<file path="config.mk">
export PLATFORM = sky130hd
export DESIGN_NAME = gzip_header_stripper_unit_flat
export DESIGN_NICKNAME = d
export VERILOG_FILES = /design/src/sv/gzhs_pkg.sv /design/src/sv/gzhs_stream_if.sv /design/src/sv/gzhs_parse.sv /design/src/sv/gzip_header_stripper_unit.sv /design/src/flat_wrapper.sv
export VERILOG_INCLUDE_DIRS = /design/src /design/src/sv
export SDC_FILE = /design/constraint.sdc
export NUM_CORES = 1
export LEC_CHECK = 0
export ABC_AREA = 1
export BUFFER_PORTS_ARGS = -buffer_cell sky130_fd_sc_hd__clkbuf_2
export CAP_MARGIN = 0
export CORE_MARGIN = 2
export CORE_UTILIZATION = 55
export CTS_BUF_LIST = sky130_fd_sc_hd__clkbuf_4 sky130_fd_sc_hd__clkbuf_8
export CTS_CLUSTER_SIZE = 8
export DETAILED_ROUTE_END_ITERATION = 10
export PLACE_DENSITY = 0.82
export SLEW_MARGIN = 20
export SYNTH_ARGS = -nofsm -noshare
export SYNTH_HDL_FRONTEND = slang
export SYNTH_SLANG_ARGS = --single-unit
</file>
<file path="constraint.sdc">
create_clock -name i_clk -period 2.1 [get_ports i_clk]
set_input_delay 0.21 -clock i_clk [delete_from_list [all_inputs] [get_ports i_clk]]
set_output_delay 0.21 -clock i_clk [all_outputs]
set_load 0.01 [all_outputs]
</file>
<file path="src/sv/assert_macros.svh">
// Concurrent assertion helpers; empty under synthesis.
`ifndef ASSERT_MACROS_SVH
`define ASSERT_MACROS_SVH

`ifndef SYNTHESIS

// Check prop at every rising clk edge outside reset.
`define GZ_ASSERT(lbl, clk, rst_n, prop) \
    lbl: assert property (@(posedge clk) disable iff (!(rst_n)) (prop)) \
        else $error("gzip header stripper: assertion failed");

// Check that post holds in the cycle after pre.
`define GZ_ASSERT_NEXT(lbl, clk, rst_n, pre, post) \
    lbl: assert property (@(posedge clk) disable iff (!(rst_n)) (pre) |=> (post)) \
        else $error("gzip header stripper: sequence check failed");

`else

`define GZ_ASSERT(lbl, clk, rst_n, prop)
`define GZ_ASSERT_NEXT(lbl, clk, rst_n, pre, post)

`endif

`endif

</file>
<file path="src/sv/gzhs_pkg.sv">
package gzhs_pkg;

    // Width of the saturating header byte counter.
    localparam int LEN_BITS = 20;
    // Width of the header_length field on the result channel.
    localparam int HL_BITS  = 20;

    localparam int         FIXED_LEN    = 10;
    localparam logic [7:0] METHOD_DEFL  = 8'h08;
    localparam logic [7:0] FLG_HCRC     = 8'h02;
    localparam logic [7:0] FLG_EXTRA    = 8'h04;
    localparam logic [7:0] FLG_NAME     = 8'h08;
    localparam logic [7:0] FLG_COMMENT  = 8'h10;
    localparam logic [7:0] FLG_RESERVED = 8'he0;

    typedef enum logic [3:0] {
        PH_FIXED   = 4'd0,
        PH_EXLO    = 4'd1,
        PH_EXHI    = 4'd2,
        PH_EXDATA  = 4'd3,
        PH_NAME    = 4'd4,
        PH_COMMENT = 4'd5,
        PH_CRC1    = 4'd6,
        PH_CRC2    = 4'd7,
        PH_PAYLOAD = 4'd8,
        PH_ERROR   = 4'd9
    } t_phase;

    typedef enum logic [1:0] {
        KIND_HEADER  = 2'd0,
        KIND_PAYLOAD = 2'd1,
        KIND_ERROR   = 2'd2,
        KIND_TRUNC   = 2'd3
    } t_kind;

    typedef struct packed {
        logic [7:0] data_byte;
        logic       last_byte;
    } t_item;

    typedef struct packed {
        t_kind              kind;
        logic [7:0]         payload_byte;
        logic [HL_BITS-1:0] header_length;
        logic               first_payload;
        logic               stream_end;
    } t_result;

endpackage

</file>
<file path="src/sv/gzhs_stream_if.sv">
// Byte channel into the stripper.
interface gzhs_in_if;
    logic       valid;
    logic       ready;
    logic [7:0] data_byte;
    logic       last_byte;

    modport source (output valid, output data_byte, output last_byte, input ready);
    modport sink   (input valid, input data_byte, input last_byte, output ready);
endinterface

// Result channel out of the stripper.
interface gzhs_out_if;
    logic        valid;
    logic        ready;
    logic [1:0]  kind;
    logic [7:0]  payload_byte;
    logic [19:0] header_length;
    logic        first_payload;
    logic        stream_end;

    modport source (output valid, output kind, output payload_byte, output header_length,
                    output first_payload, output stream_end, input ready);
    modport sink   (input valid, input kind, input payload_byte, input header_length,
                    input first_payload, input stream_end, output ready);
endinterface

</file>
<file path="src/sv/gzhs_parse.sv">
module gzhs_parse (
    input  logic             i_clk,
    input  logic             i_rst_n,
    input  logic             i_step,
    input  gzhs_pkg::t_item  i_item,
    output gzhs_pkg::t_result o_result
);
    import gzhs_pkg::*;

    t_phase              r_phase, n_phase;
    logic [LEN_BITS-1:0] r_pos, n_pos;
    logic [7:0]          r_flags, n_flags;
    logic [15:0]         r_extra, n_extra;
    logic                r_seen, n_seen;

    logic [LEN_BITS-1:0] pos_inc;
    logic [15:0]         extra_full;
    logic                err;
    logic [31:0]         pos_wide;

    // Pick the first optional part at or after 'from' whose flag is set.
    function automatic t_phase next_phase(input t_phase from, input logic [7:0] flags);
        t_phase res;
        if (from <= PH_EXLO && (flags & FLG_EXTRA) != 8'h00) begin
            res = PH_EXLO;
        end else if (from <= PH_NAME && (flags & FLG_NAME) != 8'h00) begin
            res = PH_NAME;
        end else if (from <= PH_COMMENT && (flags & FLG_COMMENT) != 8'h00) begin
            res = PH_COMMENT;
        end else if (from <= PH_CRC1 && (flags & FLG_HCRC) != 8'h00) begin
            res = PH_CRC1;
        end else begin
            res = PH_PAYLOAD;
        end
        return res;
    endfunction

    assign pos_inc    = (r_pos == '1) ? r_pos : r_pos + LEN_BITS'(1);
    assign extra_full = {i_item.data_byte, r_extra[7:0]};
    assign pos_wide   = 32'(r_pos);

    // Bad method on byte two, reserved flag bits on byte three.
    assign err = (r_phase == PH_FIXED) &&
                 ((r_pos == LEN_BITS'(2) && i_item.data_byte != METHOD_DEFL) ||
                  (r_pos == LEN_BITS'(3) && (i_item.data_byte & FLG_RESERVED) != 8'h00));

    // Next state
    always_comb begin
        n_phase = r_phase;
        n_pos   = r_pos;
        n_flags = r_flags;
        n_extra = r_extra;
        n_seen  = r_seen;
        case (r_phase)
            PH_FIXED: begin
                if (r_pos == LEN_BITS'(3)) begin
                    n_flags = i_item.data_byte;
                end
                n_pos = pos_inc;
                if (r_pos == LEN_BITS'(FIXED_LEN - 1)) begin
                    n_phase = next_phase(PH_EXLO, r_flags);
                end
            end
            PH_EXLO: begin
                n_extra = {8'h00, i_item.data_byte};
                n_pos   = pos_inc;
                n_phase = PH_EXHI;
            end
            PH_EXHI: begin
                n_extra = extra_full;
                n_pos   = pos_inc;
                n_phase = (extra_full != 16'h0000) ? PH_EXDATA : next_phase(PH_NAME, r_flags);
            end
            PH_EXDATA: begin
                if (r_extra != 16'h0000) begin
                    n_extra = r_extra - 16'd1;
                end
                n_pos = pos_inc;
                if (r_extra <= 16'd1) begin
                    n_phase = next_phase(PH_NAME, r_flags);
                end
            end
            PH_NAME: begin
                n_pos = pos_inc;
                if (i_item.data_byte == 8'h00) begin
                    n_phase = next_phase(PH_COMMENT, r_flags);
                end
            end
            PH_COMMENT: begin
                n_pos = pos_inc;
                if (i_item.data_byte == 8'h00) begin
                    n_phase = next_phase(PH_CRC1, r_flags);
                end
            end
            PH_CRC1: begin
                n_pos   = pos_inc;
                n_phase = PH_CRC2;
            end
            PH_CRC2: begin
                n_pos   = pos_inc;
                n_phase = next_phase(PH_PAYLOAD, r_flags);
            end
            PH_PAYLOAD: begin
                n_seen = 1'b1;
            end
            default: begin
                n_phase = r_phase;
            end
        endcase
        if (err) begin
            n_phase = PH_ERROR;
        end
        // Return to the start after the final byte of a buffer.
        if (i_item.last_byte) begin
            n_phase = PH_FIXED;
            n_pos   = '0;
            n_flags = 8'h00;
            n_extra = 16'h0000;
            n_seen  = 1'b0;
        end
    end

    // Outputs
    always_comb begin
        o_result               = '0;
        o_result.stream_end    = i_item.last_byte;
        case (r_phase)
            PH_FIXED, PH_EXLO, PH_EXHI, PH_EXDATA,
            PH_NAME, PH_COMMENT, PH_CRC1, PH_CRC2: begin
                o_result.kind = KIND_HEADER;
            end
            PH_PAYLOAD: begin
                o_result.kind          = KIND_PAYLOAD;
                o_result.payload_byte  = i_item.data_byte;
                o_result.header_length = pos_wide[HL_BITS-1:0];
                o_result.first_payload = ~r_seen;
            end
            default: begin
                o_result.kind = KIND_ERROR;
            end
        endcase
        if (err) begin
            o_result.kind = KIND_ERROR;
        end else if (o_result.kind == KIND_HEADER && i_item.last_byte) begin
            o_result.kind = KIND_TRUNC;
        end
    end

    always_ff @(posedge i_clk) begin
        if (!i_rst_n) begin
            r_phase <= PH_FIXED;
            r_pos   <= '0;
            r_flags <= 8'h00;
            r_extra <= 16'h0000;
            r_seen  <= 1'b0;
        end else if (i_step) begin
            r_phase <= n_phase;
            r_pos   <= n_pos;
            r_flags <= n_flags;
            r_extra <= n_extra;
            r_seen  <= n_seen;
        end
    end

endmodule

</file>
<file path="src/sv/gzip_header_stripper_unit.sv">
// Channel    Dir  Modport         Carries
// i_in       in   gzhs_in_if      data_byte, last_byte
// o_out      out  gzhs_out_if     kind, payload_byte, header_length, first_payload, stream_end
//
// One byte per cycle sustained while o_out accepts results; each transaction yields exactly one result.
// A byte passes the input register, then the result register; the phase updates as the result register loads.
// The rate is set by the single phase/counter update in gzhs_parse, done once per byte.
// Synchronous active-low reset clears both valid flags and the parse state.
// A stall on o_out holds the result register, then the input register, then drops i_in.ready.
`include "assert_macros.svh"

module gzip_header_stripper_unit (
    input  logic              i_clk,
    input  logic              i_rst_n,
    gzhs_in_if.sink           i_in,
    gzhs_out_if.source        o_out
);
    import gzhs_pkg::*;

    // Input register stage
    logic    r_in_valid;
    t_item   r_in_item;

    // Result register stage
    logic    r_out_valid;
    t_result r_out;

    logic    out_free;   // result register can take a new transaction
    logic    advance;    // move the held byte through the parser
    t_result parse_result;
    t_item   in_item;

    assign in_item.data_byte = i_in.data_byte;
    assign in_item.last_byte = i_in.last_byte;

    assign out_free   = !r_out_valid || o_out.ready;
    assign advance    = r_in_valid && out_free;
    assign i_in.ready = !r_in_valid || advance;

    // Parser: state advances only when its byte moves into the result register.
    gzhs_parse u_parse (
        .i_clk    (i_clk),
        .i_rst_n  (i_rst_n),
        .i_step   (advance),
        .i_item   (r_in_item),
        .o_result (parse_result)
    );

    always_ff @(posedge i_clk) begin
        if (!i_rst_n) begin
            r_in_valid  <= 1'b0;
            r_out_valid <= 1'b0;
        end else begin
            // Refill the input register whenever it empties or advances.
            if (i_in.ready) begin
                r_in_valid <= i_in.valid;
            end
            // Load or drain the result register.
            if (out_free) begin
                r_out_valid <= advance;
            end
        end
    end

    // Payload registers: no reset needed.
    always_ff @(posedge i_clk) begin
        if (i_in.valid && i_in.ready) begin
            r_in_item <= in_item;
        end
        if (advance) begin
            r_out <= parse_result;
        end
    end

    assign o_out.valid         = r_out_valid;
    assign o_out.kind          = r_out.kind;
    assign o_out.payload_byte  = r_out.payload_byte;
    assign o_out.header_length = r_out.header_length;
    assign o_out.first_payload = r_out.first_payload;
    assign o_out.stream_end    = r_out.stream_end;

    // A stalled byte in the input register stays put.
    `GZ_ASSERT_NEXT(a_in_hold, i_clk, i_rst_n, r_in_valid && !advance, r_in_valid && $stable(r_in_item))

    // A blocked result stays valid.
    `GZ_ASSERT_NEXT(a_out_hold, i_clk, i_rst_n, r_out_valid && !o_out.ready, r_out_valid)

    // First-payload mark and header length appear only on payload results.
    `GZ_ASSERT(a_payload_only, i_clk, i_rst_n, !r_out_valid || r_out.kind == KIND_PAYLOAD || (!r_out.first_payload && r_out.header_length == '0))

endmodule
</file>
<file path="src/flat_wrapper.sv">
// flat-port wrapper written by rule: the top's interface ports become plain ports
module gzip_header_stripper_unit_flat import gzhs_pkg::*;
  (i_clk, i_rst_n, i_in_valid, i_in_data_byte, i_in_last_byte, i_in_ready, o_out_valid, o_out_kind, o_out_payload_byte, o_out_header_length, o_out_first_payload, o_out_stream_end, o_out_ready);
  gzhs_in_if i_in_i ();
  gzhs_out_if o_out_i ();
  input  logic i_clk;
  input  logic i_rst_n;
  input wire logic [$bits(i_in_i.valid)-1:0] i_in_valid;
  input wire logic [$bits(i_in_i.data_byte)-1:0] i_in_data_byte;
  input wire logic [$bits(i_in_i.last_byte)-1:0] i_in_last_byte;
  output wire logic [$bits(i_in_i.ready)-1:0] i_in_ready;
  output wire logic [$bits(o_out_i.valid)-1:0] o_out_valid;
  output wire logic [$bits(o_out_i.kind)-1:0] o_out_kind;
  output wire logic [$bits(o_out_i.payload_byte)-1:0] o_out_payload_byte;
  output wire logic [$bits(o_out_i.header_length)-1:0] o_out_header_length;
  output wire logic [$bits(o_out_i.first_payload)-1:0] o_out_first_payload;
  output wire logic [$bits(o_out_i.stream_end)-1:0] o_out_stream_end;
  input wire logic [$bits(o_out_i.ready)-1:0] o_out_ready;
  assign i_in_i.valid = i_in_valid;
  assign i_in_i.data_byte = i_in_data_byte;
  assign i_in_i.last_byte = i_in_last_byte;
  assign i_in_ready = i_in_i.ready;
  assign o_out_valid = o_out_i.valid;
  assign o_out_kind = o_out_i.kind;
  assign o_out_payload_byte = o_out_i.payload_byte;
  assign o_out_header_length = o_out_i.header_length;
  assign o_out_first_payload = o_out_i.first_payload;
  assign o_out_stream_end = o_out_i.stream_end;
  assign o_out_i.ready = o_out_ready;
  gzip_header_stripper_unit u_core (.i_clk(i_clk), .i_rst_n(i_rst_n), .i_in(i_in_i), .o_out(o_out_i));
endmodule
</file>
# --- After elaboration in Yosys (flattened, before gate mapping) ---
# Index checks and enable logic that the tools add are counted.
word_totals:
  out_inout_bits: 34
  mem_bits_ro: 0
  ramBits: 0
  latchBits: 0
  elab_cells: 97
  memories: 0
  regBits: 89
  in_bits: 13
classes:
  add_sub_neg: 2
  n_mul: 0
  bitwise_logic: 1
  n_lt_le_gt_ge: 1
  shifts: 0
  div: 0
  n_mux: 25
  n_reduce_logical: 32
  n_eq_ne: 20
ops:
  columns: ["cell", "count"]
  rows:
  - ["$mux W20", 3]
  - ["$pmux W16 S3", 1]
  - ["$mux W4", 11]
  - ["$eq A20 B2 Y1 const B", 2]
  - ["$mux W16", 2]
  - ["$pmux W4 S8", 1]
  - ["$reduce_bool A16 Y1", 2]
  - ["$add A20 B1 Y20 const B", 1]
  - ["$eq A20 B20 Y1 const B", 1]
  - ["$eq A20 B4 Y1 const B", 1]
  - ["$eq A4 B3 Y1 const B", 4]
  - ["$le A16 B1 Y1 const B", 1]
  - ["$sub A16 B1 Y16 const B", 1]
  - ["$mux W5", 3]
  - ["$ne A4 B3 Y1 const B", 3]
  - ["$reduce_bool A10 Y1", 1]
  - ["$reduce_and A3 Y1", 3]
  - ["$eq A4 B2 Y1 const B", 2]
  - ["$logic_not A8 Y1", 1]
  - ["$ne A8 B4 Y1 const B", 1]
  - ["$reduce_bool A2 Y1", 4]
  - ["$reduce_bool A8 Y1", 1]
  - ["$reduce_or A8 Y1", 1]
  - ["$logic_and A1 B1 Y1", 6]
  - ["18 further kinds", 24]

# --- Logic depth before layout (Yosys ltp) ---
depth:
  word_depth: 8
  ltp_mapped: 13
  ltp_nobuf: 13

# --- Hierarchy ---
# From an unflattened synthesis, not the netlist that was laid out.
hier_totals:
  hier_cells: 616
  area_unflattened_um2: 4630.7
modules_own_cells:
  columns: ["mod", "cells_each", "seq_area_each_um2", "instances", "area_per_inst_um2"]
  rows:
  - ["gzhs_parse", 562, 900.9, 1, 3304.4]
  - ["gzip_header_stripper_unit", 54, 1271.2, 1, 1326.3]

# --- Worst setup path before layout ---
# OpenSTA, ideal clock, no wires.
synth_timing:
  path_kind: "reg2reg"
  from: "reg u_core.r_out_valid (netlist: u_core.o_out.valid)"
  to: "reg u_core.u_parse.r_pos[10]"
  t_arrival_ns: 2.073
  slack_ns: -0.092
  stages_incl_launch_ff: 11
  setup_time_ns: 0.119
  n_path_buf: 0
  synth_period_minus_slack_ns: 2.192
  t_required_ns: 1.981
  path_cell_list: "dfxtp_1 nand2_1 nand2_1 inv_1 o21ai_1 nor2_2 nand2_2 nor2_2 nand3_1 nand2_1 a21oi_1"
synth_via:
  elab_chain_len: 4
synth_rtl:
  columns: ["item", "line_no", "text"]
  rows:
  - ["start, declared", "gzip_header_stripper_unit.sv:25", "logic r_out_valid;"]
  - ["start signal, assigned", "gzip_header_stripper_unit.sv:60", "r_out_valid <= advance;"]
  - ["$logic_not A1 Y1", "gzip_header_stripper_unit.sv:36", "assign out_free = !r_out_valid || o_out.ready;"]
  - ["$logic_or A1 B1 Y1", "gzip_header_stripper_unit.sv:36", null]
  - ["$logic_and A1 B1 Y1", "gzip_header_stripper_unit.sv:37", "assign advance = r_in_valid && out_free;"]
  - ["via u_core.advance", "gzip_header_stripper_unit.sv:29", "logic advance;"]
  - ["$reduce_and A3 Y1 (no line)", null, null]
  - ["end signal, assigned", "gzhs_parse.sv:158", "r_pos <= n_pos;"]
  - ["end, declared", "gzhs_parse.sv:11", "logic [LEN_BITS-1:0] r_pos, n_pos;"]
# The timed path passes the listed nets, and every way through them passes these cells.
# A chain may end at the register's enable or synchronous reset.

# --- Final worst setup path ---
layout_timing:
  from: "reg u_core.r_out_valid (netlist: u_core.o_out.valid)"
  to: "reg u_core.u_parse.r_pos[12]"
# The elaborated chain is that of the path after synthesis.

==> results.sh <==
export IMPL_end_kind="register"
export IMPL_synthDistinctLibCells=40
export IMPL_die_width_microns=96.51
export IMPL_clock_path_buffers=2
export IMPL_grt_total_usage=0.2692
export IMPL_grt_max_degree=32
export IMPL_crit_arrival_ns=2.24
export IMPL_viasPerCell=5.626
export IMPL_final_cells=791
export IMPL_synth_area_sq_um=4707
export IMPL_antenna_found_initial=0
export IMPL_slowest_delay_ns=0.37
export IMPL_area_growth_pct=12.12
export IMPL_synth_seq_cells=88
export IMPL_hp_class="input port to register"
export IMPL_cp_depth=9
export IMPL_cts_root_buffer="clkbuf_8"
export IMPL_n_fill_cell=757
export IMPL_cts_buffers=9
export IMPL_hold_path_end="u_core.r_in_item[5]$_DFFE_PP_"
export IMPL_finalSetupTns_ns=0
export IMPL_place_gp_congestion=0.9923
export IMPL_htree_levels=3
export IMPL_wl_per_cell_microns=14.86
export IMPL_reg2regPathDepth=9
export IMPL_clk_latency_ns=0.37
export IMPL_path_class="register to register"
export IMPL_min_delay_start="i_in_data_byte[4]"
export IMPL_synth_cells=627
export IMPL_whs_path_depth=1
export IMPL_cp_buffers_inverters=1
export IMPL_synth_fp_nets=646
export IMPL_grt_ovfl_total=0
export IMPL_clock_sinks=88
export IMPL_port_buffers=46
export IMPL_cp_top_family="simple AND/OR/NAND/NOR gates"
export IMPL_path_max_fanout=8
export IMPL_diodes=0
export IMPL_die_h_microns=96.51
export IMPL_peakVddDrop_v=0.0004272
export IMPL_path_cells="nand2_1, nand2_1, clkinvlp_4, o21ai_1, nor2_2, nand2_2, nor2_2, nand4_1, a21oi_1"
export IMPL_rsz0062_at_grt="false"
export IMPL_post_cts_buffers=0
export IMPL_fin_crit_sh=0.9165
export IMPL_setup_ws_ns=0.1753
export IMPL_rr_startpoint="u_core.o_out.valid$_SDFFE_PN0P_"
export IMPL_rrSetupSlack_ns=0.18
export IMPL_multi_input_area_sq_um=2168
export IMPL_slew_headroom=0.6533
export IMPL_drt_iter0_drc=314
export IMPL_row_count=33
export IMPL_ys_seq_area_frac=0.4615
export IMPL_fin_hold_ws_ns=0.01579
export IMPL_placed_cells=775
export IMPL_hold_viol_final=0
export IMPL_ant_nets=0
export IMPL_slowest_stage="nor2_2"
export IMPL_period_minus_slack_ns=1.925
export IMPL_dr_pass1_iters=8
export IMPL_status="completed"
export IMPL_dp_hpwl_mm=8.869
export IMPL_dp_slack_ns=0.1180
export IMPL_core_area_sq_um=8258
export IMPL_r2r_end="u_core.u_parse.r_pos[12]$_SDFFE_PN0P_"
export IMPL_cts_tree="built"
export IMPL_drive_above_1_share=0.1385
export IMPL_tightest_slew_ns=0.5161
export IMPL_grt_pass1_vias=4010
export IMPL_grt_pass1_wl_mm=19.09
export IMPL_clk_pin_slew_ns=0.09
export IMPL_yosysWarnings=0
export IMPL_critPathRequiredTime_ns=2.41
export IMPL_drc_errors=0
export IMPL_initial_core_util=0.5700
export IMPL_finalSetupViolCount=0
export IMPL_ioPinCount=47
export IMPL_slew_violations=0
export IMPL_fp_dieArea_sq_um=9314
export IMPL_synth_area_per_cell_sq_um=7.507
export IMPL_drv_cap=0
export IMPL_worst_setup_path_start_kind="register"
export IMPL_p_leak_nw=2.123
export IMPL_vias=4450
export IMPL_regArea_sq_um=2173
export IMPL_final_util=0.6391
export IMPL_fmax_mhz=519.6
export IMPL_final_nets=700
export IMPL_wl_mm=11.76
export IMPL_p_per_area_nw_per_um2=678.1
export IMPL_finClkSkew_ns=0.01279
==> cell usage after synthesis <==
master    instances  area (sq um)
nor3b_2           1         12.51
o31ai_1           2         15.01
edfxtp_1         41          1231
nor3_4            1         16.27
buf_4             1         7.510
nand2_1         131         491.7
xor2_1            4         35.03
clkbuf_2          1         5.000
a21oi_1          60         300.3
and3_1            1         6.260
o21ai_1           6         30.03
nand2_2           3         18.77
clkbuf_1          7         26.28
o21a_1            1         7.510
nor2_2            7         43.79
nor4_1            2         12.51
o211ai_1          1         7.510
nand3b_4          1         20.02
nand4_1          13         81.33
inv_2             1         3.750
nand3_1          41         205.2
dfxtp_1          47         940.9
o21ai_0          34         170.2
inv_1            75         281.5
buf_2             2         10.01
ha_1              6         75.07
a211oi_1          5         37.54
o22ai_1           2         12.51
nor2_4            3         33.78
nor3_1           17         85.08
o21bai_1          1         7.510
nor2_1           98         367.9
clkinv_1          1         3.750
nor3_2            2         20.02
a32oi_1           1         8.760
nand3_4           1         17.52
buf_6             3         33.78
and2_1            1         6.260
xnor2_1           1         8.760
o21ai_2           1         8.760
==> metrics by stage <==
stage	area (sq um)	power [mW]
floorplan	4711	2.279
global placement	5072	2.416
detailed placement	5072	2.425
CTS	5269	3.593
global route	5278	3.728
finish	5278	3.579
==> state kept, by name (all words and copies together) (netlist names), 2 cells and up <==
register,flops
u_core.o_out.payload_byte,8
u_core.u_parse.r_flags,4
u_core.o_out.kind,2
u_core.o_out.header_length,20
u_core.u_parse.r_phase,4
u_core.u_parse.r_extra,16
u_core.r_in_item,9
u_core.u_parse.r_pos,20
==> routing by layer <==
metal	track usage	share of wire
met2	0.4520	0.49
met1	0.3499	0.42
met3	0.04577	0.072
met4	0.09859	0.021
met5	0	0
==> worst max-delay path by stage <==
| stage | from | endpoint | slack (ns) |
|---|---|---|---|
| 3_3_place_gp | u_core.u_parse.r_pos[0]$_SDFFE_PN0P_ | u_core.u_parse.r_pos[4]$_SDFFE_PN0P_ | 0.25 |
| 6_report | u_core.o_out.valid$_SDFFE_PN0P_ | u_core.u_parse.r_pos[12]$_SDFFE_PN0P_ | 0.18 |
| 3_5_place_dp | u_core.u_parse.r_pos[0]$_SDFFE_PN0P_ | u_core.u_parse.r_pos[4]$_SDFFE_PN0P_ | 0.12 |
| 2_1_floorplan | u_core.o_out.valid$_SDFFE_PN0P_ | u_core.u_parse.r_pos[14]$_SDFFE_PN0P_ | 0.22 |
| 5_1_grt | u_core.u_parse.r_pos[1]$_SDFFE_PN0P_ | u_core.u_parse.r_pos[4]$_SDFFE_PN0P_ | 0.008 |
| 4_1_cts | u_core.u_parse.r_pos[0]$_SDFFE_PN0P_ | u_core.u_parse.r_pos[4]$_SDFFE_PN0P_ | 0.09 |
==> placed cells by master, fill, tap and decap left out, types with 7 or more instances in the layout <==
master    synthesis  routed
nor3_1           17      17
nand2_1         131     130
clkbuf_8          0      10
nor2_1           98      98
nor2_2            7       7
a21oi_1          60      60
clkbuf_2          1      46
nand4_1          13      13
dfxtp_1          47      46
o21ai_0          34      34
nand3_1          41      41
buf_4             1      11
edfxtp_1         41      41
inv_1            75      74
==> power by group <==
| part | internal (mW) | leakage [nW] | total, mW | switching (mW) |
|---|---|---|---|---|
| registers | 1.86 | 0.768 | 1.91 | 0.0492 |
| logic | 0.158 | 1.26 | 0.490 | 0.332 |
| clock network | 0.575 | 0.0990 | 1.18 | 0.608 |
==> worst register-to-register path, cell delays in order (launching register included) <==
cell and delay, ns:
dfxtp_1 0.33, nand2_1 0.08, nand2_1 0.14, clkinvlp_4 0.19, o21ai_1 0.17, nor2_2 0.37
nand2_2 0.14, nor2_2 0.20, nand4_1 0.13, a21oi_1 0.13
==> layout make-up <==
| cell class | count | area share |
|---|---|---|
| sequential | 88 | 0.4118 |
| multi-input combinational | 448 | 0.4109 |
| timing repair buffer | 57 | 0.05927 |
| inverter | 77 | 0.05595 |
| clock buffer | 10 | 0.02608 |
| tap | 105 | 0.02489 |
| clock inverter | 6 | 0.01114 |
==> logic make-up (layout without fill, tap and decap cells) <==
group,after synthesis,after routing,share of synthesized area
compound gates,114,114,0.1287
xor+xnor,5,5,0.009303
fa+ha+maj,6,6,0.01595
buf+inv,91,150,0.07895
flops,88,88,0.4615
simple gates,323,323,0.3057
==> what timing repair did <==
action	4_1_cts	5_1_grt
gates resized for setup	0	4
endpoints found under the setup margin	0	14
hold buffers	0	0
No activity file was read; power rests on OpenSTA's default activity.
